==> src/sv/rsort_pkg.sv <==
// ----------------------------------------------------------------------------
// rsort_pkg
// shared types and constants of the two-key record sorter
// ----------------------------------------------------------------------------
`default_nettype none

package rsort_pkg;

  // default store depth
  localparam int MAX_RECORDS_DEF = 16;

  // width of the rank field on the result
  localparam int POS_W = 6;

  // write data select codes for the sort write port
  localparam logic WR_SEL_RDATA = 1'b0;
  localparam logic WR_SEL_CUR   = 1'b1;

  typedef struct packed {
    logic [7:0]         rating;
    logic signed [15:0] year;
    logic [7:0]         record_tag;
    logic               last_record;
  } in_t;

  typedef struct packed {
    logic [7:0]         out_rating;
    logic signed [15:0] out_year;
    logic [7:0]         out_tag;
    logic [POS_W-1:0]   position;
    logic               end_of_set;
    logic               overflow;
  } out_t;

  // one stored record
  typedef struct packed {
    logic [7:0]         rating;
    logic signed [15:0] year;
    logic [7:0]         tag;
  } rec_t;

  // controller to datapath
  typedef struct packed {
    logic load;       // take the input record
    logic clear_set;  // start a new, empty set
    logic rd_en;      // read store at rd_addr
    logic wr_en;      // write store at wr_addr
    logic wr_sel;     // write data select
    logic cur_ld;     // carried record takes the read data
    logic emit;       // present a result next cycle
    logic emit_end;   // result is the last of the set
  } cmd_t;

  // datapath to controller
  typedef struct packed {
    logic swap;    // read record goes ahead of the carried one
    logic single;  // fewer than two records stored
  } status_t;

endpackage

`default_nettype wire

==> src/sv/rsort_dp.sv <==
// ----------------------------------------------------------------------------
// rsort_dp
// record store, carried record, key compare and result register
// ----------------------------------------------------------------------------
`default_nettype none

module rsort_dp #(
  parameter int MAX_RECORDS = rsort_pkg::MAX_RECORDS_DEF,
  localparam int IDX_W = (MAX_RECORDS > 1) ? $clog2(MAX_RECORDS) : 1,
  localparam int CNT_W = $clog2(MAX_RECORDS + 1)
) (
  input  wire logic                          clk,
  input  wire logic                          rst_n,
  input  wire rsort_pkg::in_t                in_data,
  input  wire rsort_pkg::cmd_t               cmd,
  input  wire logic [IDX_W-1:0]              rd_addr,
  input  wire logic [IDX_W-1:0]              wr_addr,
  input  wire logic [rsort_pkg::POS_W-1:0]   pos,
  output rsort_pkg::status_t                 status,
  output logic [IDX_W-1:0]                   last_idx,
  output logic                               out_valid,
  output rsort_pkg::out_t                    out_data
);

  rsort_pkg::rec_t mem [MAX_RECORDS];
  rsort_pkg::rec_t rdata_r;
  rsort_pkg::rec_t cur_r;
  rsort_pkg::rec_t wr_data;
  rsort_pkg::out_t out_data_r;

  logic [CNT_W-1:0] count_r, count_nxt;
  logic             dropped_r, dropped_nxt;
  logic             out_valid_r;
  logic             room;
  logic             we;
  logic [IDX_W-1:0] wa;

  assign room = count_r < CNT_W'(MAX_RECORDS);

  // set bookkeeping
  always_comb begin
    count_nxt   = count_r;
    dropped_nxt = dropped_r;
    if (cmd.clear_set) begin
      count_nxt   = '0;
      dropped_nxt = 1'b0;
    end else if (cmd.load) begin
      if (room) begin
        count_nxt = count_r + CNT_W'(1);
      end else begin
        dropped_nxt = 1'b1;
      end
    end
  end

  always_ff @(posedge clk) begin
    if (!rst_n) begin
      count_r     <= '0;
      dropped_r   <= 1'b0;
      out_valid_r <= 1'b0;
    end else begin
      count_r     <= count_nxt;
      dropped_r   <= dropped_nxt;
      out_valid_r <= cmd.emit;
    end
  end

  // single write port shared by loading and sorting
  always_comb begin
    we = (cmd.load & room) | cmd.wr_en;
    wa = wr_addr;
    if (cmd.load) begin
      wa      = count_r[IDX_W-1:0];
      wr_data = '{rating: in_data.rating, year: in_data.year, tag: in_data.record_tag};
    end else if (cmd.wr_sel == rsort_pkg::WR_SEL_CUR) begin
      wr_data = cur_r;
    end else begin
      wr_data = rdata_r;
    end
  end

  always_ff @(posedge clk) begin
    if (we) begin
      mem[wa] <= wr_data;
    end
    if (cmd.rd_en) begin
      rdata_r <= mem[rd_addr];
    end
  end

  always_ff @(posedge clk) begin
    if (cmd.cur_ld) begin
      cur_r <= rdata_r;
    end
    if (cmd.emit) begin
      out_data_r <= '{out_rating: rdata_r.rating, out_year: rdata_r.year,
                      out_tag: rdata_r.tag, position: pos,
                      end_of_set: cmd.emit_end, overflow: dropped_r};
    end
  end

  // later record moves ahead: higher rating, or same rating and earlier year
  assign status.swap = (rdata_r.rating > cur_r.rating) ||
                       ((rdata_r.rating == cur_r.rating) &&
                        ($signed(rdata_r.year) < $signed(cur_r.year)));
  assign status.single = count_r < CNT_W'(2);

  assign last_idx  = IDX_W'(count_r - CNT_W'(1));
  assign out_valid = out_valid_r;
  assign out_data  = out_data_r;

`ifndef NO_ASSERTIONS
  a_count_range: assert property (@(posedge clk) disable iff (!rst_n)
    count_r <= CNT_W'(MAX_RECORDS))
    else $error("record count beyond store depth");

  a_drop_when_full: assert property (@(posedge clk) disable iff (!rst_n)
    dropped_r |-> (count_r == CNT_W'(MAX_RECORDS)))
    else $error("drop flagged while store has room");

  a_set_cleared: assert property (@(posedge clk) disable iff (!rst_n)
    (out_valid_r && out_data_r.end_of_set) |-> (count_r == '0 && !dropped_r))
    else $error("set not cleared after its last result");
`endif

endmodule

`default_nettype wire

==> src/sv/rsort_ctrl.sv <==
// ----------------------------------------------------------------------------
// rsort_ctrl
// sequencer for load, bubble passes and result readout
// ----------------------------------------------------------------------------
`default_nettype none

module rsort_ctrl #(
  parameter int MAX_RECORDS = rsort_pkg::MAX_RECORDS_DEF,
  localparam int IDX_W = (MAX_RECORDS > 1) ? $clog2(MAX_RECORDS) : 1
) (
  input  wire logic                          clk,
  input  wire logic                          rst_n,
  input  wire logic                          start,
  input  wire logic                          in_last,
  input  wire rsort_pkg::status_t            status,
  input  wire logic [IDX_W-1:0]              last_idx,
  output logic                               busy,
  output rsort_pkg::cmd_t                    cmd,
  output logic [IDX_W-1:0]                   rd_addr,
  output logic [IDX_W-1:0]                   wr_addr,
  output logic [rsort_pkg::POS_W-1:0]        pos
);

  localparam logic [2:0] S_IDLE = 3'd0;
  localparam logic [2:0] S_INIT = 3'd1;  // read first record of a pass
  localparam logic [2:0] S_LD0  = 3'd2;  // carry first record, read second
  localparam logic [2:0] S_CMP  = 3'd3;  // one compare and write per cycle
  localparam logic [2:0] S_FIN  = 3'd4;  // write carried record at the end
  localparam logic [2:0] S_ORD  = 3'd5;  // read first result
  localparam logic [2:0] S_OEM  = 3'd6;  // emit one result per cycle

  logic [2:0]       state_r, state_nxt;
  logic [IDX_W-1:0] k_r, k_nxt;
  logic             moved_r, moved_nxt;

  always_comb begin
    state_nxt = state_r;
    k_nxt     = k_r;
    moved_nxt = moved_r;
    cmd       = '0;
    rd_addr   = k_r;
    wr_addr   = k_r - IDX_W'(1);
    pos       = rsort_pkg::POS_W'(k_r);
    unique case (state_r)
      S_IDLE: begin
        if (start) begin
          cmd.load = 1'b1;
          if (in_last) begin
            state_nxt = S_INIT;
          end
        end
      end
      S_INIT: begin
        if (status.single) begin
          k_nxt     = '0;
          state_nxt = S_ORD;
        end else begin
          cmd.rd_en = 1'b1;
          rd_addr   = '0;
          state_nxt = S_LD0;
        end
      end
      S_LD0: begin
        cmd.cur_ld = 1'b1;
        cmd.rd_en  = 1'b1;
        rd_addr    = IDX_W'(1);
        k_nxt      = IDX_W'(1);
        moved_nxt  = 1'b0;
        state_nxt  = S_CMP;
      end
      S_CMP: begin
        cmd.wr_en  = 1'b1;
        cmd.wr_sel = status.swap ? rsort_pkg::WR_SEL_RDATA : rsort_pkg::WR_SEL_CUR;
        cmd.cur_ld = !status.swap;
        moved_nxt  = moved_r | status.swap;
        if (k_r == last_idx) begin
          state_nxt = S_FIN;
        end else begin
          cmd.rd_en = 1'b1;
          rd_addr   = k_r + IDX_W'(1);
          k_nxt     = k_r + IDX_W'(1);
        end
      end
      S_FIN: begin
        cmd.wr_en  = 1'b1;
        cmd.wr_sel = rsort_pkg::WR_SEL_CUR;
        wr_addr    = last_idx;
        if (moved_r) begin
          state_nxt = S_INIT;
        end else begin
          k_nxt     = '0;
          state_nxt = S_ORD;
        end
      end
      S_ORD: begin
        cmd.rd_en = 1'b1;
        state_nxt = S_OEM;
      end
      S_OEM: begin
        cmd.emit = 1'b1;
        if (k_r == last_idx) begin
          cmd.emit_end  = 1'b1;
          cmd.clear_set = 1'b1;
          state_nxt     = S_IDLE;
        end else begin
          cmd.rd_en = 1'b1;
          rd_addr   = k_r + IDX_W'(1);
          k_nxt     = k_r + IDX_W'(1);
        end
      end
      default: begin
        state_nxt = S_IDLE;
      end
    endcase
  end

  always_ff @(posedge clk) begin
    if (!rst_n) begin
      state_r <= S_IDLE;
      k_r     <= '0;
      moved_r <= 1'b0;
    end else begin
      state_r <= state_nxt;
      k_r     <= k_nxt;
      moved_r <= moved_nxt;
    end
  end

  assign busy = (state_r != S_IDLE);

`ifndef NO_ASSERTIONS
  a_last_starts_sort: assert property (@(posedge clk) disable iff (!rst_n)
    (start && !busy && in_last) |=> (state_r == S_INIT))
    else $error("last record did not start the sort");

  a_end_frees_block: assert property (@(posedge clk) disable iff (!rst_n)
    (cmd.emit && cmd.emit_end) |=> !busy)
    else $error("block still busy after the last result");

  a_no_load_while_sorting: assert property (@(posedge clk) disable iff (!rst_n)
    (cmd.wr_en || cmd.emit) |-> !cmd.load)
    else $error("record loaded during sort or readout");
`endif

endmodule

`default_nettype wire

==> src/sv/record_sorter_rating_year_core.sv <==
// ----------------------------------------------------------------------------
// record_sorter_rating_year_core
// loads records, sorts a set stably by rating (high first) then year (early
// first), and reads the sorted set out one record per cycle
// ----------------------------------------------------------------------------
//
//   channel  ports                       handshake
//   -------  --------------------------  ---------------------------------
//   input    start, busy, in_data        transfer when start & !busy
//   result   out_valid, out_data         one-cycle strobe, cannot stall
//
// - a record that is not last is a one-cycle transfer; the next may follow
//   in the very next cycle
// - after the last record of a set of n (n >= 2) the block stays busy for
//   the bubble passes (1 to n) and the readout; each pass is one
//   compare-and-write per cycle on the single store write port, and passes
//   stop after the first one without a swap
// - a set of one record skips the bubble passes and goes straight to readout
// - results come out one per cycle; the last one shows while busy is low
// - synchronous active-low reset clears the controller, record count, drop
//   flag and result valid; the store needs no clearing pass
// ----------------------------------------------------------------------------
`default_nettype none

module record_sorter_rating_year_core #(
  parameter int MAX_RECORDS = rsort_pkg::MAX_RECORDS_DEF
) (
  input  wire logic            clk,
  input  wire logic            rst_n,
  // input channel
  input  wire logic            start,
  output logic                 busy,
  input  wire rsort_pkg::in_t  in_data,
  // result channel
  output logic                 out_valid,
  output rsort_pkg::out_t      out_data
);

  localparam int IDX_W = (MAX_RECORDS > 1) ? $clog2(MAX_RECORDS) : 1;

  // command and status between sequencer and datapath
  rsort_pkg::cmd_t             cmd;
  rsort_pkg::status_t          status;
  logic [IDX_W-1:0]            rd_addr;
  logic [IDX_W-1:0]            wr_addr;
  logic [IDX_W-1:0]            last_idx;
  logic [rsort_pkg::POS_W-1:0] pos;

  // sequencer: load, bubble passes with early exit, readout
  rsort_ctrl #(
    .MAX_RECORDS (MAX_RECORDS)
  ) u_ctrl (
    .clk      (clk),
    .rst_n    (rst_n),
    .start    (start),
    .in_last  (in_data.last_record),
    .status   (status),
    .last_idx (last_idx),
    .busy     (busy),
    .cmd      (cmd),
    .rd_addr  (rd_addr),
    .wr_addr  (wr_addr),
    .pos      (pos)
  );

  // store, carried record, compare and result register
  rsort_dp #(
    .MAX_RECORDS (MAX_RECORDS)
  ) u_dp (
    .clk       (clk),
    .rst_n     (rst_n),
    .in_data   (in_data),
    .cmd       (cmd),
    .rd_addr   (rd_addr),
    .wr_addr   (wr_addr),
    .pos       (pos),
    .status    (status),
    .last_idx  (last_idx),
    .out_valid (out_valid),
    .out_data  (out_data)
  );

endmodule

`default_nettype wire
==> config.mk <==
export PLATFORM = sky130hd
export DESIGN_NAME = record_sorter_rating_year_core
export DESIGN_NICKNAME = d
export VERILOG_FILES = /design/src/sv/rsort_pkg.sv /design/src/sv/rsort_dp.sv /design/src/sv/rsort_ctrl.sv /design/src/sv/record_sorter_rating_year_core.sv
export SDC_FILE = /design/constraint.sdc
export NUM_CORES = 1
export LEC_CHECK = 0
export ABC_AREA = 1
export BUFFER_PORTS_ARGS = -buffer_cell sky130_fd_sc_hd__clkbuf_2
export CORE_MARGIN = 5
export CORE_UTILIZATION = 45
export DETAILED_ROUTE_END_ITERATION = 8
export MAX_ROUTING_LAYER = met4
export SYNTH_ARGS = -nofsm -noshare
export SYNTH_HDL_FRONTEND = slang
export SYNTH_HIERARCHICAL = 1
export SYNTH_SLANG_ARGS = --single-unit
==> constraint.sdc <==
create_clock -name clk -period 4.55 [get_ports clk]
set_clock_uncertainty 0.2 [all_clocks]
set_input_delay 0.455 -clock clk [delete_from_list [all_inputs] [get_ports clk]]
set_output_delay 0.455 -clock clk [all_outputs]
set_load 0.05 [all_outputs]
; ---- After elaboration in Yosys (flattened, before gate mapping)
; Memories as Yosys holds them, arrays and structs flattened. A register that Yosys moved wholly into a read port is not among the register bits.
; Cells that the tools add are included.
[classes]
addsub = 4
multipliers = 0
div = 0
magnitude_cmp = 4
n_eq_ne = 14
n_shift = 0
muxes = 31
bitwise = 5
reduce_logical = 14
[op_table]
columns = operator, count
row1 = 2-to-1 mux 32 bit, 2
row2 = 2-to-1 mux 4 bit, 6
row3 = case mux 3 bit (7 select lines), 1
row4 = 2-to-1 mux 3 bit, 6
row5 = < comparator 16 bit, 1
row6 = case mux 4 bit (4 select lines), 1
row7 = case mux 4 bit (3 select lines), 1
row8 = "== test 3 bit, second input constant", 3
row9 = 2-to-1 mux 1 bit, 9
row10 = == test 8 bit, 1
row11 = > comparator 8 bit, 1
row12 = "inequality test 2 bit, second input constant", 4
row13 = "subtractor 4 x 1 -> 4 bit, second input constant", 2
row14 = "== test 3 x 2 -> 1 bit, second input constant", 2
row15 = OR reduction 2 bit, 3
row16 = "adder 5 x 1 -> 5 bit, second input constant", 1
row17 = "< comparator 5 x 2 -> 1 bit, second input constant", 1
row18 = "< comparator 5 bit, second input constant", 1
row19 = "adder 4 x 1 -> 4 bit, second input constant", 1
row20 = == test 4 bit, 1
row21 = "inequality test 2 x 1 -> 1 bit, second input constant", 2
row22 = case mux 1 bit (2 select lines), 2
row23 = case mux 2 bit (2 select lines), 1
row24 = AND reduction 2 bit, 2
row25 = other kinds (15), 17
[totals]
reg_bits = 85
latch_bits = 0
ramBits = 512
rom_bits = 0
output_inout_bits = 42
elab_cells = 88
memories = 1
[memory_table]
columns = memory, words, width, rd, rd_clocked_by_memory_dff, wr, line
row1 = u_dp.mem, 16, 32, 1, 1, 1, rsort_dp.sv:25  ; rsort_pkg::rec_t mem [MAX_RECORDS];

; ---- Longest topological paths before layout
[logic_depth]
depth_word = 8
depth_mapped = 20
ltp_nobuf = 18

; ---- Cells and area by module
; The synthesis kept the hierarchy.
[modules_own_cells]
columns = module, instances, cells_per_inst, area_per_inst_um2, seq_area_each_um2
row1 = rsort_dp, 1, 1767, 25414.4, 18637.9
row2 = rsort_ctrl, 1, 133, 813.3, 160.2

; ---- Worst setup path after synthesis
; Ideal clock, no wire load.
[synth_path]
kind = register to register
startpoint = reg u_dp/rdata_r[23] (netlist name)
endpoint = reg u_dp/cur_r[0] (netlist bit) (enable)
t_arrival_ns = 3.629
required_time_ns = 3.884
path_slack_ns = 0.255
stages_incl_launch_ff = 11
n_path_buf = 0
period_less_slack_ns = 4.295
cell_sequence = edfxtp_1 > ha_1 > a21oi_1 > o21ai_1 > nor2_1 > nand2_1 > nand2_1 > nand2_1 > nand2_1 > nand2_1 > o21ai_0
[synth_rtl]
columns = item, line
row1 = end signal: assignment, rsort_dp.sv:93  ; cur_r <= rdata_r;
row2 = end: declaration, rsort_dp.sv:27  ; rsort_pkg::rec_t cur_r;

==> flow_metrics.py <==
metrics = {
    "setup_path": {
        "slowest_delay_ps": 830,
        "cp-start-kind": "register",
        "slowest_stage": "o21ai_1",
        "crit_path_end_kind": "register",
        "reg2reg_slack_ps": 540,
        "worstSetupPathType": "register to register",
        "critPathTopFamily": "compound AO/OA/AOI/OAI gates",
        "crit_chain": "ha_1 -> nand2_1 -> nand2_1 -> nand2_1 -> nand2_1 -> nand2_1 -> nand2_1 -> nand2_1 -> nand2_1 -> nand2_1 -> nand2_1 -> nand2_1 -> nand2_1 -> o21ai_4 -> buf_12 -> o21ai_0 -> o21ai_1",
        "cp.required_ps": 4590,
        "cp.arrival_ps": 4050,
        "cp_common_cell": "nand2_1",
        "path_buf_inv": 1,
        "crit_fanout": 36,
    },
    "die": {
        "die_y_um": 251,
        "start_util": 0.455,
        "ios": 78,
        "core_area_mm2": 0.0577,
        "die_w_um": 251,
        "die_area_mm2": 0.0632,
        "rows": 88,
    },
    "pwr": {
        "p_leak_nw": 10.2,
        "ir_worst_vdd_uv": 435,
        "power_density_mw_per_mm2": 687,
    },
    "timing": {
        "slew_violations": 0,
        "rsz0062_at_grt": "no",
        "finalHoldWorstSlack_ps": 151,
        "fmax_mhz": 249,
        "layout_min_cycle_time_ps": 4010,
        "hold_viol_final": 0,
        "max_slew_margin": 0.221,
        "tns_ps": 0,
        "finalSetupViolCount": 0,
        "fin_crit_sh": 0.881,
        "worst_slew_pin_slew_ps": 1160,
    },
    "synthesis": {
        "synth_top_area_frac": 0.705,
        "synthesis.area_mm2": 0.0262,
        "yosys-top-cells-area": "edfxtp_1 (71%), mux2i_1 (4.9%), o211ai_1 (3.5%), a21oi_1 (3.1%), inv_1 (2.4%)",
        "yosys_warnings": 6,
        "synth.distinct_cells": 41,
        "avgSynthCellArea_um2": 13.8,
        "yosysSeqAreaShare": 0.717,
        "synth_top_cell_by_area": "edfxtp_1",
        "syn_inst": 1900,
        "synth-seq-cells": 631,
    },
    "clock_tree": {
        "cts.reportedPaths.clkPinSlew_ps": 60,
        "htreeDepth": 3,
        "clock_path_buffers": 3,
        "cts_setup_buffers": 0,
        "clk_latency_ps": 590,
        "numCtsBuffers": 69,
        "cts_tree": "built",
        "cts_root_buffer": "clkbuf_16",
        "cts_sinks": 631,
    },
    "layout": {
        "final_cell_mix": "edfxtp_1 (616), inv_1 (166), a21oi_1 (163)",
        "diodes": 0,
        "final_common_cell": "edfxtp_1",
        "layout.nets": 2052,
        "final_layout_size_suffix_gt1_frac": 0.143,
        "fillers": 4839,
        "area_delta_synth_final_pct": 13.2,
    },
    "grt": {
        "grt_first_pass_wirelength_um": 94600,
        "use_met2": 0.333,
        "grt_use_met3": 0.0290,
        "grt_max_degree": 129,
        "grt_pass1_vias": 15000,
        "grt-ovfl-total": 0,
        "grt-busiest-layer": "met2",
        "use_met1": 0.272,
        "antenna_found_initial": 0,
        "grt_usage": 0.204,
    },
    "run_status": {
        "status": "complete, no violations",
    },
    "placed_design": {
        "gp_congestion": 0.806,
        "place_hpwl_um": 32600,
        "io_buffers": 77,
    },
    "route": {
        "drc": 0,
        "drtIter0Drc": 1405,
        "routedWlPerCell_um": 22.4,
        "vias": 15300,
        "via_per_inst": 5.46,
        "routed_wl_um": 62900,
        "firstDrtPassIters": 5,
        "ant_nets": 0,
    },
    "run": {
        "maxCapViolCount": 0,
    },
    "hold_path": {
        "hold_path.class": "input port to register",
    },
}
[routing by layer]
metal / wire (µm) / vias up
li1: - / 7170
met3: 3790 / 103
met5: 0 / -
met1: 26800 / 7567
met4: 1290 / 0
met2: 31000 / 492
[power breakdown]
group          leakage, nW  internal (W)  switching [W]  total (W)
Sequential            5.69       0.00869       0.000311    0.00900
Clock                 1.04       0.00312        0.00216    0.00528
Combinational         3.44       0.00178        0.00435    0.00613
Total                 10.2        0.0136        0.00682     0.0204
[what timing repair did]
item,CTS,global route
resized for setup,0,0
setup endpoints to repair,0,0
hold buffers,1,0
hold endpoints to repair,3,0
[tightest hold or removal path, stage by stage]
cell and delay [ps]:
clkbuf_2 80, nand2_1 70, nand2_1 90, nand2_4 90, nor2_1 40, nor2_1 70
[cells in the mapped netlist (all sizes together)]
| master | number |
|---|---|
| conb | 1 |
| a211oi | 1 |
| a22oi | 1 |
| mux2i | 128 |
| or2 | 1 |
| o21ai | 218 |
| clkbuf | 48 |
| nor2 | 47 |
| edfxtp | 616 |
| dfxtp | 15 |
| nor3 | 3 |
| and3 | 1 |
| a31oi | 1 |
| nor4 | 1 |
| nand3b | 1 |
| o21a | 3 |
| a21oi | 163 |
| o211ai | 133 |
| inv | 181 |
| buf | 61 |
| nand3 | 50 |
| clkinv | 15 |
| nand4 | 3 |
| o2111ai | 1 |
| nor3b | 2 |
| nand2 | 172 |
| ha | 27 |
| xor2 | 6 |
[registers in the layout, indices dropped and copies added (netlist names)]
register,cells
u_dp/rdata_r,32
u_ctrl/state_r,3
u_dp/dropped_r,1
u_dp/mem,512
u_dp/count_r,5
u_dp/cur_r,32
u_ctrl/k_r,4
u_dp/out_data,40
u_ctrl/moved_r,1
u_dp/out_valid,1
[final cells by class]
class / instances / area, µm² / area share
inverter: 196 / 757 / 0.0255
timing repair buffer: 126 / 943 / 0.0318
multi-input combinational: 965 / 6110 / 0.206
tap: 765 / 957 / 0.0322
clock inverter: 33 / 263 / 0.00885
clock buffer: 90 / 1870 / 0.0629
sequential: 631 / 18800 / 0.633
[stage by stage]
step                      std cells  total power, W  worst slack, ps  area, µm²  utilization
after floorplan                1901          0.0136              255      26200            -
after detailed placement       2682          0.0152              581      27600        0.478
after global placement         2682          0.0151              623      27600        0.478
after CTS                      2806          0.0206              529      29700        0.515
final                          2806          0.0204              540      29700        0.515
after global routing           2806          0.0215              164      29700        0.515
[cells by family (layout without fill, tap and decap cells)]
kind of cell | after synthesis | after routing | share of synthesized area
and+or+nand+nor | 281 | 281 | 0.0469
xor gates and xnor gates | 6 | 6 | 0.00200
AOI/OAI and AO/OA | 521 | 521 | 0.115
adders and majority gates | 27 | 27 | 0.0129
DFF | 631 | 631 | 0.717
buffers and inverters | 305 | 445 | 0.0574
other | 1 | 2 | 0.000143
muxes | 128 | 128 | 0.0489
[final timing paths]
check,startpoint,to,cells after the start
setup / recovery,u_dp/rdata_r[9]$_DFFE_PP_,u_dp/mem[1][13]$_DFFE_PP_,17
hold / removal,in_data[0],u_ctrl/state_r[2]$_SDFFE_PN0P_,6
setup reg to reg,u_dp/rdata_r[9]$_DFFE_PP_,u_dp/mem[1][13]$_DFFE_PP_,17
hold reg to reg,u_dp/dropped_r$_SDFFE_PP0P_,u_dp/out_data[0]$_DFFE_PP_,0
(Power assumes the default switching activity.)
